**config.mk**
```make
export PLATFORM = sky130hd
export DESIGN_NAME = mask_rgb_distance_score_top
export DESIGN_NICKNAME = d
export VERILOG_FILES = /design/src/mrds_pkg.sv /design/src/mrds_front.sv /design/src/mrds_fifo.sv /design/src/mrds_back.sv /design/src/mask_rgb_distance_score_top.sv
export SDC_FILE = /design/constraint.sdc
export NUM_CORES = 2
export LEC_CHECK = 0
export ABC_AREA = 1
export BUFFER_PORTS_ARGS = -buffer_cell sky130_fd_sc_hd__buf_2
export CAP_MARGIN = 20
export CORE_AREA = 4 4 301 303
export CTS_CLUSTER_SIZE = 30
export DETAILED_ROUTE_END_ITERATION = 10
export DIE_AREA = 0 0 305 307
export GPL_TIMING_DRIVEN = 1
export PLACE_DENSITY = 0.71
export SLEW_MARGIN = 20
export SYNTH_ARGS = -nofsm -noshare
export SYNTH_HDL_FRONTEND = slang
export SYNTH_SLANG_ARGS = --single-unit
```
**constraint.sdc**
```tcl
create_clock -name clk -period 11.1 [get_ports clk]
set_input_delay 1.11 -clock clk [delete_from_list [all_inputs] [get_ports clk]]
set_output_delay 1.11 -clock clk [all_outputs]
set_load 0.03 [all_outputs]
```
**src/mrds_pkg.sv**
```systemverilog
package mrds_pkg;

  localparam int PIXEL_COUNT_BITS_DEF   = 22;
  localparam int ROOT_FRACTION_BITS_DEF = 8;

  // integer bits of the root of 255*255*3
  localparam int ROOT_INT_BITS = 9;
  localparam int D2_W          = 18;
  localparam longint unsigned MAX_SQUARED_DISTANCE = 64'd195075;

  localparam int SCORE_W       = 17;
  localparam int SCORE_STEPS   = 17;
  localparam int COUNT_FIELD_W = 23;

  localparam int QUEUE_DEPTH = 4;
  localparam int QPTR_W      = 2;

  localparam int CFG_ADDR_W = 3;
  localparam int CFG_DATA_W = 32;
  localparam logic REG_DARK_LEVEL = 1'b0;
  localparam logic [7:0] DARK_LEVEL_RESET = 8'd2;

  typedef struct packed {
    logic [7:0] mask_red;
    logic [7:0] mask_green;
    logic [7:0] mask_blue;
    logic [7:0] image_red;
    logic [7:0] image_green;
    logic [7:0] image_blue;
    logic       last_pixel;
  } in_beat_t;

  typedef struct packed {
    logic [SCORE_W-1:0]       score;
    logic [COUNT_FIELD_W-1:0] compared_count;
    logic [COUNT_FIELD_W-1:0] different_count;
    logic [COUNT_FIELD_W-1:0] ignored_count;
    logic                     none_compared;
  } out_beat_t;

  // classified pixel handed from front to back
  typedef struct packed {
    logic            dark;
    logic            last;
    logic [D2_W-1:0] d2;
  } q_entry_t;

  // floor root of the largest squared distance with frac fraction bits
  function automatic longint unsigned max_root(input int frac);
    longint unsigned v;
    longint unsigned root;
    longint unsigned t;
    v = MAX_SQUARED_DISTANCE << (2 * frac);
    root = 0;
    for (int i = 31; i >= 0; i--) begin
      t = root | (64'd1 << i);
      if (t * t <= v) begin
        root = t;
      end
    end
    return root;
  endfunction

endpackage

```
**src/mrds_front.sv**
```systemverilog
module mrds_front (
  input  logic                clk,
  input  logic                rst_n,
  input  logic                in_valid,
  input  mrds_pkg::in_beat_t  in_data,
  input  logic [7:0]          dark_level,
  input  logic                q_full,
  output logic                in_stall,
  output logic                q_push,
  output mrds_pkg::q_entry_t  q_wdata
);

  logic [7:0]  dr;
  logic [7:0]  dg;
  logic [7:0]  db;
  logic [15:0] sr;
  logic [15:0] sg;
  logic [15:0] sb;
  logic        dark;

  assign dr = (in_data.mask_red > in_data.image_red) ?
              in_data.mask_red - in_data.image_red : in_data.image_red - in_data.mask_red;
  assign dg = (in_data.mask_green > in_data.image_green) ?
              in_data.mask_green - in_data.image_green :
              in_data.image_green - in_data.mask_green;
  assign db = (in_data.mask_blue > in_data.image_blue) ?
              in_data.mask_blue - in_data.image_blue : in_data.image_blue - in_data.mask_blue;

  assign sr = 16'(dr) * 16'(dr);
  assign sg = 16'(dg) * 16'(dg);
  assign sb = 16'(db) * 16'(db);

  assign dark = (in_data.mask_red < dark_level) && (in_data.mask_green < dark_level) &&
                (in_data.mask_blue < dark_level);

  assign in_stall = q_full;
  assign q_push   = in_valid && !q_full;

  always_comb begin
    q_wdata      = '0;
    q_wdata.dark = dark;
    q_wdata.last = in_data.last_pixel;
    q_wdata.d2   = mrds_pkg::D2_W'(18'(sr) + 18'(sg) + 18'(sb));
  end

endmodule

```
**src/mrds_fifo.sv**
```systemverilog
module mrds_fifo (
  input  logic               clk,
  input  logic               rst_n,
  input  logic               push,
  input  mrds_pkg::q_entry_t wdata,
  input  logic               pop,
  output mrds_pkg::q_entry_t rdata,
  output logic               full,
  output logic               empty
);

  mrds_pkg::q_entry_t            slot_r [mrds_pkg::QUEUE_DEPTH];
  logic [mrds_pkg::QPTR_W:0]     wptr_r;
  logic [mrds_pkg::QPTR_W:0]     wptr_nxt;
  logic [mrds_pkg::QPTR_W:0]     rptr_r;
  logic [mrds_pkg::QPTR_W:0]     rptr_nxt;

  assign empty = (wptr_r == rptr_r);
  assign full  = (wptr_r[mrds_pkg::QPTR_W] != rptr_r[mrds_pkg::QPTR_W]) &&
                 (wptr_r[mrds_pkg::QPTR_W-1:0] == rptr_r[mrds_pkg::QPTR_W-1:0]);
  assign rdata = slot_r[rptr_r[mrds_pkg::QPTR_W-1:0]];

  assign wptr_nxt = (push && !full) ? wptr_r + 1'b1 : wptr_r;
  assign rptr_nxt = (pop && !empty) ? rptr_r + 1'b1 : rptr_r;

  always_ff @(posedge clk) begin
    if (!rst_n) begin
      wptr_r <= '0;
      rptr_r <= '0;
    end else begin
      wptr_r <= wptr_nxt;
      rptr_r <= rptr_nxt;
    end
  end

  always_ff @(posedge clk) begin
    if (push && !full) begin
      slot_r[wptr_r[mrds_pkg::QPTR_W-1:0]] <= wdata;
    end
  end

endmodule

```
**src/mrds_back.sv**
```systemverilog
module mrds_back #(
  parameter int PIXEL_COUNT_BITS   = mrds_pkg::PIXEL_COUNT_BITS_DEF,
  parameter int ROOT_FRACTION_BITS = mrds_pkg::ROOT_FRACTION_BITS_DEF
) (
  input  logic                clk,
  input  logic                rst_n,
  input  logic                q_empty,
  input  mrds_pkg::q_entry_t  q_rdata,
  output logic                q_pop,
  output logic                out_valid,
  input  logic                out_stall,
  output mrds_pkg::out_beat_t out_data
);

  localparam int CNT_W   = PIXEL_COUNT_BITS + 1;
  localparam int ROOT_W  = mrds_pkg::ROOT_INT_BITS + ROOT_FRACTION_BITS;
  localparam int RAD_W   = 2 * ROOT_W;
  localparam int REM_W   = ROOT_W + 2;
  localparam int DEN_W   = CNT_W + ROOT_W;
  localparam int STEP_MAX = (ROOT_W > mrds_pkg::SCORE_STEPS) ? ROOT_W : mrds_pkg::SCORE_STEPS;
  localparam int STEP_W  = $clog2(STEP_MAX);
  localparam logic [ROOT_W-1:0] MAX_ROOT =
    ROOT_W'(mrds_pkg::max_root(ROOT_FRACTION_BITS));

  localparam logic [2:0] ST_IDLE  = 3'd0;
  localparam logic [2:0] ST_ROOT  = 3'd1;
  localparam logic [2:0] ST_FIN   = 3'd2;
  localparam logic [2:0] ST_MUL   = 3'd3;
  localparam logic [2:0] ST_CLAMP = 3'd4;
  localparam logic [2:0] ST_DIV   = 3'd5;
  localparam logic [2:0] ST_EMIT  = 3'd6;

  logic [2:0]        state_r,   state_nxt;
  logic [STEP_W-1:0] step_r,    step_nxt;
  logic              last_r,    last_nxt;
  logic [DEN_W-1:0]  sum_r,     sum_nxt;
  logic [CNT_W-1:0]  cmp_r,     cmp_nxt;
  logic [CNT_W-1:0]  diff_r,    diff_nxt;
  logic [CNT_W-1:0]  ign_r,     ign_nxt;
  logic [RAD_W-1:0]  rad_r,     rad_nxt;
  logic [REM_W-1:0]  rem_r,     rem_nxt;
  logic [ROOT_W-1:0] root_r,    root_nxt;
  logic [DEN_W-1:0]  den_r,     den_nxt;
  logic [DEN_W-1:0]  mc_r,      mc_nxt;
  logic [ROOT_W-1:0] mb_r,      mb_nxt;
  logic [DEN_W:0]    rd_r,      rd_nxt;
  logic [mrds_pkg::SCORE_W-1:0] q_r, q_nxt;
  logic              out_valid_r, out_valid_nxt;
  mrds_pkg::out_beat_t out_data_r, out_data_nxt;

  logic [REM_W+1:0]  rem_t;
  logic [REM_W+1:0]  trial;
  logic [DEN_W:0]    rsh;
  logic [DEN_W:0]    den_x;
  logic              out_free;

  assign out_free  = !out_valid_r || !out_stall;
  assign out_valid = out_valid_r;
  assign out_data  = out_data_r;
  assign q_pop     = (state_r == ST_IDLE) && !q_empty;

  assign rem_t = {rem_r, rad_r[RAD_W-1 -: 2]};
  assign trial = (REM_W+2)'({root_r, 2'b01});
  assign rsh   = (step_r == STEP_W'(mrds_pkg::SCORE_STEPS - 1)) ? rd_r : {rd_r[DEN_W-1:0], 1'b0};
  assign den_x = {1'b0, den_r};

  always_comb begin
    state_nxt     = state_r;
    step_nxt      = step_r;
    last_nxt      = last_r;
    sum_nxt       = sum_r;
    cmp_nxt       = cmp_r;
    diff_nxt      = diff_r;
    ign_nxt       = ign_r;
    rad_nxt       = rad_r;
    rem_nxt       = rem_r;
    root_nxt      = root_r;
    den_nxt       = den_r;
    mc_nxt        = mc_r;
    mb_nxt        = mb_r;
    rd_nxt        = rd_r;
    q_nxt         = q_r;
    out_valid_nxt = out_valid_r && out_stall;
    out_data_nxt  = out_data_r;

    case (state_r)
      ST_IDLE: begin
        if (!q_empty) begin
          last_nxt = q_rdata.last;
          state_nxt = q_rdata.last ? ST_FIN : ST_IDLE;
          if (q_rdata.dark) begin
            if (!ign_r[CNT_W-1]) begin
              ign_nxt = ign_r + 1'b1;
            end
          end else if (!cmp_r[CNT_W-1]) begin
            cmp_nxt = cmp_r + 1'b1;
            if (q_rdata.d2 != '0) begin
              diff_nxt  = diff_r + 1'b1;
              rad_nxt   = {q_rdata.d2, (2 * ROOT_FRACTION_BITS)'(0)};
              rem_nxt   = '0;
              root_nxt  = '0;
              step_nxt  = STEP_W'(ROOT_W - 1);
              state_nxt = ST_ROOT;
            end
          end
        end
      end
      ST_ROOT: begin
        // one root bit per cycle, two radicand bits brought down
        rad_nxt = {rad_r[RAD_W-3:0], 2'b00};
        if (rem_t >= trial) begin
          rem_nxt  = REM_W'(rem_t - trial);
          root_nxt = {root_r[ROOT_W-2:0], 1'b1};
        end else begin
          rem_nxt  = REM_W'(rem_t);
          root_nxt = {root_r[ROOT_W-2:0], 1'b0};
        end
        step_nxt = step_r - 1'b1;
        if (step_r == '0) begin
          sum_nxt   = sum_r + DEN_W'(root_nxt);
          state_nxt = last_r ? ST_FIN : ST_IDLE;
        end
      end
      ST_FIN: begin
        if (cmp_r == '0) begin
          state_nxt = ST_EMIT;
        end else begin
          den_nxt   = '0;
          mc_nxt    = DEN_W'(cmp_r);
          mb_nxt    = MAX_ROOT;
          step_nxt  = STEP_W'(ROOT_W - 1);
          state_nxt = ST_MUL;
        end
      end
      ST_MUL: begin
        // shift-add of count by the constant maximum root
        if (mb_r[0]) begin
          den_nxt = den_r + mc_r;
        end
        mc_nxt   = {mc_r[DEN_W-2:0], 1'b0};
        mb_nxt   = mb_r >> 1;
        step_nxt = step_r - 1'b1;
        if (step_r == '0) begin
          state_nxt = ST_CLAMP;
        end
      end
      ST_CLAMP: begin
        rd_nxt    = (sum_r > den_r) ? den_x : {1'b0, sum_r};
        q_nxt     = '0;
        step_nxt  = STEP_W'(mrds_pkg::SCORE_STEPS - 1);
        state_nxt = ST_DIV;
      end
      ST_DIV: begin
        if (rsh >= den_x) begin
          rd_nxt = rsh - den_x;
          q_nxt  = {q_r[mrds_pkg::SCORE_W-2:0], 1'b1};
        end else begin
          rd_nxt = rsh;
          q_nxt  = {q_r[mrds_pkg::SCORE_W-2:0], 1'b0};
        end
        step_nxt = step_r - 1'b1;
        if (step_r == '0) begin
          state_nxt = ST_EMIT;
        end
      end
      ST_EMIT: begin
        if (out_free) begin
          out_valid_nxt                = 1'b1;
          out_data_nxt.none_compared   = (cmp_r == '0);
          out_data_nxt.score           = (cmp_r == '0) ? '0 : q_r;
          out_data_nxt.compared_count  = mrds_pkg::COUNT_FIELD_W'(cmp_r);
          out_data_nxt.different_count = mrds_pkg::COUNT_FIELD_W'(diff_r);
          out_data_nxt.ignored_count   = mrds_pkg::COUNT_FIELD_W'(ign_r);
          sum_nxt   = '0;
          cmp_nxt   = '0;
          diff_nxt  = '0;
          ign_nxt   = '0;
          state_nxt = ST_IDLE;
        end
      end
      default: begin
        state_nxt = ST_IDLE;
      end
    endcase
  end

  always_ff @(posedge clk) begin
    if (!rst_n) begin
      state_r     <= ST_IDLE;
      step_r      <= '0;
      last_r      <= 1'b0;
      sum_r       <= '0;
      cmp_r       <= '0;
      diff_r      <= '0;
      ign_r       <= '0;
      out_valid_r <= 1'b0;
    end else begin
      state_r     <= state_nxt;
      step_r      <= step_nxt;
      last_r      <= last_nxt;
      sum_r       <= sum_nxt;
      cmp_r       <= cmp_nxt;
      diff_r      <= diff_nxt;
      ign_r       <= ign_nxt;
      out_valid_r <= out_valid_nxt;
    end
  end

  always_ff @(posedge clk) begin
    rad_r      <= rad_nxt;
    rem_r      <= rem_nxt;
    root_r     <= root_nxt;
    den_r      <= den_nxt;
    mc_r       <= mc_nxt;
    mb_r       <= mb_nxt;
    rd_r       <= rd_nxt;
    q_r        <= q_nxt;
    out_data_r <= out_data_nxt;
  end

endmodule

```
**src/mask_rgb_distance_score_top.sv**
```systemverilog
// Masked mean RGB distance score.
// in_*  : one beat per pixel pair (mask pixel, image pixel, last_pixel flag).
//         A beat moves when in_valid is high and in_stall is low.
// out_* : one beat per frame, after the beat flagged last_pixel: score in 1.16
//         format, the three pixel counts and none_compared (score 0 then).
// psel/penable/pwrite/paddr/pwdata/prdata/pready: register port, pready tied
//         high. dark_level at byte address 0, reset value 2.
// Flow: a front stage classifies each pixel (dark test, squared distance)
// into a 4-entry queue, so in_stall only rises when the queue fills. The back
// stage retires a dark or zero-distance pixel in its idle state; a pixel with a
// nonzero distance also runs the bit-serial root unit, which sets the pace, and
// no new pixel is popped until its root is done. Frame end runs ST_FIN, the
// shift-add multiply by the max root (ST_MUL), ST_CLAMP, the divider (ST_DIV)
// and ST_EMIT; when nothing was compared it goes from ST_FIN straight to ST_EMIT.
// out_valid comes from a register that ST_EMIT sets.
// The result sits in an output register; while out_stall holds it, the back
// stage keeps working on the next frame and only waits at the next frame end.
// Reset (rst_n low, synchronous) clears all totals, the queue and out_valid.
module mask_rgb_distance_score_top #(
  parameter int PIXEL_COUNT_BITS   = mrds_pkg::PIXEL_COUNT_BITS_DEF,
  parameter int ROOT_FRACTION_BITS = mrds_pkg::ROOT_FRACTION_BITS_DEF
) (
  input  logic                                clk,
  input  logic                                rst_n,
  input  logic                                in_valid,
  output logic                                in_stall,
  input  mrds_pkg::in_beat_t                  in_data,
  output logic                                out_valid,
  input  logic                                out_stall,
  output mrds_pkg::out_beat_t                 out_data,
  input  logic                                psel,
  input  logic                                penable,
  input  logic                                pwrite,
  input  logic [mrds_pkg::CFG_ADDR_W-1:0]     paddr,
  input  logic [mrds_pkg::CFG_DATA_W-1:0]     pwdata,
  output logic [mrds_pkg::CFG_DATA_W-1:0]     prdata,
  output logic                                pready
);

  logic [7:0]          dark_level_r;
  logic [7:0]          dark_level_nxt;
  logic                reg_write;

  logic                q_push;
  logic                q_pop;
  logic                q_full;
  logic                q_empty;
  mrds_pkg::q_entry_t  q_wdata;
  mrds_pkg::q_entry_t  q_rdata;

  // register port: word index sits at paddr[2]
  assign pready    = 1'b1;
  assign reg_write = psel && penable && pwrite;
  assign dark_level_nxt = (reg_write && (paddr[2] == mrds_pkg::REG_DARK_LEVEL)) ?
                          pwdata[7:0] : dark_level_r;
  assign prdata = (paddr[2] == mrds_pkg::REG_DARK_LEVEL) ?
                  mrds_pkg::CFG_DATA_W'(dark_level_r) : '0;

  always_ff @(posedge clk) begin
    if (!rst_n) begin
      dark_level_r <= mrds_pkg::DARK_LEVEL_RESET;
    end else begin
      dark_level_r <= dark_level_nxt;
    end
  end

  // front: dark test and squared distance, straight into the queue
  mrds_front u_front (
    .clk        (clk),
    .rst_n      (rst_n),
    .in_valid   (in_valid),
    .in_data    (in_data),
    .dark_level (dark_level_r),
    .q_full     (q_full),
    .in_stall   (in_stall),
    .q_push     (q_push),
    .q_wdata    (q_wdata)
  );

  mrds_fifo u_fifo (
    .clk   (clk),
    .rst_n (rst_n),
    .push  (q_push),
    .wdata (q_wdata),
    .pop   (q_pop),
    .rdata (q_rdata),
    .full  (q_full),
    .empty (q_empty)
  );

  // back: totals, serial root, frame-end multiply and divide, output register
  mrds_back #(
    .PIXEL_COUNT_BITS   (PIXEL_COUNT_BITS),
    .ROOT_FRACTION_BITS (ROOT_FRACTION_BITS)
  ) u_back (
    .clk       (clk),
    .rst_n     (rst_n),
    .q_empty   (q_empty),
    .q_rdata   (q_rdata),
    .q_pop     (q_pop),
    .out_valid (out_valid),
    .out_stall (out_stall),
    .out_data  (out_data)
  );

endmodule
```
==> impl_metrics.py <==
metrics = {
    "outcome": {
        "status": "completed",
    },
    "min_path": {
        "min_delay_worst_endpoint": "u_back.out_data[4]",
        "hold_path_depth": 0,
        "hold_start": "u_back.ign_r[3]",
        "hold_class": "reg -> reg",
    },
    "sta": {
        "finalCritPeriodShare_pct": 94.2,
        "max_freq_mhz": 95.6,
        "finalSetupViolations": 0,
        "skew_ps": 27.6,
        "setup_tns_ps": 0,
        "finalHoldViolations": 0,
        "min_period_ps": 10460,
        "max_slew_margin_pct": 17.5,
        "rsz0062_at_grt": "false",
        "setup_ws_ps": 639,
        "report.final.slew_viol_count": 0,
        "worstMarginPinSlew_ps": 1230,
    },
    "drt": {
        "dr_total_vias": 33800,
        "finalWirelength_um": 108000,
        "antenna_left": 0,
        "drt_iter0_drc": 2543,
        "drc": 0,
        "wire_per_inst_um": 16.7,
        "first_pass_iters": 5,
        "viasPerCell": 5.25,
    },
    "global_routing": {
        "grt_start_max_net_pins": 81,
        "antenna_found_initial": 3,
        "grt_usage_pct": 22.4,
        "grt_pass1_vias": 32600,
        "gr-total-overflow": 0,
        "grt_first_pass_wirelength_um": 171000,
    },
    "synthesis": {
        "synth_cell_types": 60,
        "netlist_instances": 5057,
        "syn_area_um2": 39200,
        "yosysWarnings": 0,
        "avgSynthCellArea_um2": 7.75,
        "yosys_register_bits": 511,
        "synth_common_cells": "nand2_1 (1075), inv_1 (793), nor2_1 (543), a21oi_1 (389), edfxtp_1 (376)",
        "async_flop_share_pct": 0,
        "synth_edf_count": 376,
        "ys.flop_type": "edfxtp_1",
        "synth.top_cell.area_share_pct": 28.8,
        "ys_seq_area_share_pct": 35.7,
        "synth_area_leaders": "edfxtp_1 (29%), ha_1 (10%), nand2_1 (10%)",
        "synth.most_common_cell": "nand2_1",
        "synth_largest_area_cell": "edfxtp_1",
    },
    "setup_path": {
        "r2r-start": "u_back.step_r[0]",
        "crit_path_start_kind": "primary input",
        "rr_endpoint": "u_back.rd_r[37]",
        "max_stage_delay_ps": 550,
        "end_kind": "flip-flop",
        "path_common_cell": "inv_1",
        "path_class": "in -> reg",
        "critPathSlowestCell": "fa_1",
        "cp.required_ps": 11470,
        "ff2ff_setup_slack_ps": 6030,
        "cp_num_buf_inv": 14,
        "ff2ff_path_depth": 20,
        "cp.arrival_ps": 10830,
        "cp_max_fo": 6,
        "cp_top_family": "adder cells",
    },
    "flow_run": {
        "drv_cap": 0,
    },
    "clocking": {
        "tritoncts": "done",
        "cts_buffer_depth": 3,
        "postCtsHoldBufs": 0,
        "clock_latency_ps": 650,
        "clk_pin_slew_ps": 60,
        "cts_buffers": 59,
        "cts_root_buffer": "clkbuf_16",
        "clkSinkCount": 511,
        "h-tree-depth": 2,
    },
    "floorplan": {
        "dieWidth_um": 305,
        "row_count": 109,
        "core_um2": 88000,
        "start_util_pct": 44.5,
        "io_pins": 213,
        "die_area_um2": 93600,
        "die_y_um": 307,
    },
    "placement": {
        "gp_congestion": 0.971,
        "numPortBuffers": 161,
        "placed_area_um2": 41300,
        "dp_cells": 6314,
        "hpwl_um": 84200,
        "dp_slack_ps": 24.3,
    },
    "final_layout": {
        "finalNonFillerCells": 6430,
        "layout.area.seq_um2": 14000,
        "multiInputGateArea_um2": 21600,
        "syn_to_final_growth_pct": 10.5,
        "fillers": 8574,
        "drive_gt1_share_pct": 7.30,
        "fin_nets": 5753,
        "fin_area_um2": 43300,
    },
}
[sequential cells by signal, summed over array words and instances, names as in the netlist, 18 cells and up, named ones only]
name             count
u_back.out_data     87
u_fifo.slot_r       80
u_back.rd_r         41
u_back.den_r        40
u_back.mc_r         40
u_back.sum_r        40
u_back.cmp_r        23
u_back.diff_r       23
u_back.ign_r        23
u_back.rem_r        19
u_back.rad_r        18
[kinds of logic after synthesis]
logic type | count (synthesis) | share of synthesized area, %
AND/OR/NAND/NOR | 2196 | 23.7
buffers and inverters | 951 | 9.63
AO/OA/AOI/OAI | 816 | 11.2
flip-flops | 511 | 35.7
adder cells (fa/ha/maj) | 451 | 16.8
XOR/XNOR | 129 | 2.90
other | 2 | 0.0192
multiplexers | 1 | 0.0255
[through the flow]
step,util (%),hold WS (ps)
floorplan,-,408
global placement,46.9,441
detailed placement,46.9,444
finish,49.2,447
global route,49.2,457
CTS,49.2,459
[timing repair]
item	in CTS	in global routing
endpoints found under the setup margin	0	12
buffers inserted	0	0
gates resized for setup	0	2
[cell type report]
cell class	instances	area share [%]
Clock inverter	35	0.901
Timing Repair Buffer	221	2.92
Clock buffer	77	3.80
Antenna cell	3	0.0173
Multi-Input combinational cell	3618	49.8
Inverter	800	6.93
Sequential cell	511	32.3
Tap cell	1165	3.36
[metal layers]
metal | part of all wire (%) | wire, µm | up-vias | GRT usage, %
met3 | 4.9 | 5300 | 201 | 2.44
met4 | 4.2 | 4540 | 2 | 8.89
li1 | - | - | 16900 | -
met5 | 0.012 | 13 | - | 0
met1 | 43 | 45800 | 15800 | 28.6
met2 | 48 | 52000 | 875 | 38.9
[how the worst max path moves through the flow]
stage / start / endpoint / slack (ps) / cells past startpoint
6_report: in_data[41] / u_fifo.slot_r[0][14] / 640 / 47
5_1_grt: in_data[41] / u_fifo.slot_r[0][14] / 30 / 48
4_1_cts: in_data[41] / u_fifo.slot_r[0][14] / 670 / 47
3_5_place_dp: in_data[41] / u_fifo.slot_r[0][14] / 20 / 47
3_3_place_gp: in_data[41] / u_fifo.slot_r[0][13] / 150 / 47
2_1_floorplan: in_data[41] / u_fifo.slot_r[0][14] / 750 / 47
[cells in the final DEF, fill, tap and decap left out, types with 10 or more instances in the layout]
cell,synthesis,final
clkbuf_16,0,62
xor2_1,73,73
nand2_2,10,12
clkinv_2,0,11
nand2_1,1075,1073
nand3b_1,31,31
a21oi_1,389,389
o211ai_1,12,12
fa_1,126,126
conb_1,2,25
clkbuf_1,76,11
inv_1,793,792
o21ai_0,294,293
nor4_1,15,15
o21ai_1,9,10
edfxtp_1,376,376
buf_4,35,59
a31oi_1,17,17
xnor2_1,55,55
buf_2,29,161
nand4_1,80,80
ha_1,325,325
a21o_1,18,18
nand3_1,320,320
o21a_1,19,19
dfxtp_1,135,135
nor3_1,81,80
nor2_1,543,534
nor2_2,5,10
or2_2,21,21
o21bai_1,15,15
Power is not shown: default switching activity piles up to over one toggle a cycle in this logic, so the estimate is an artifact.
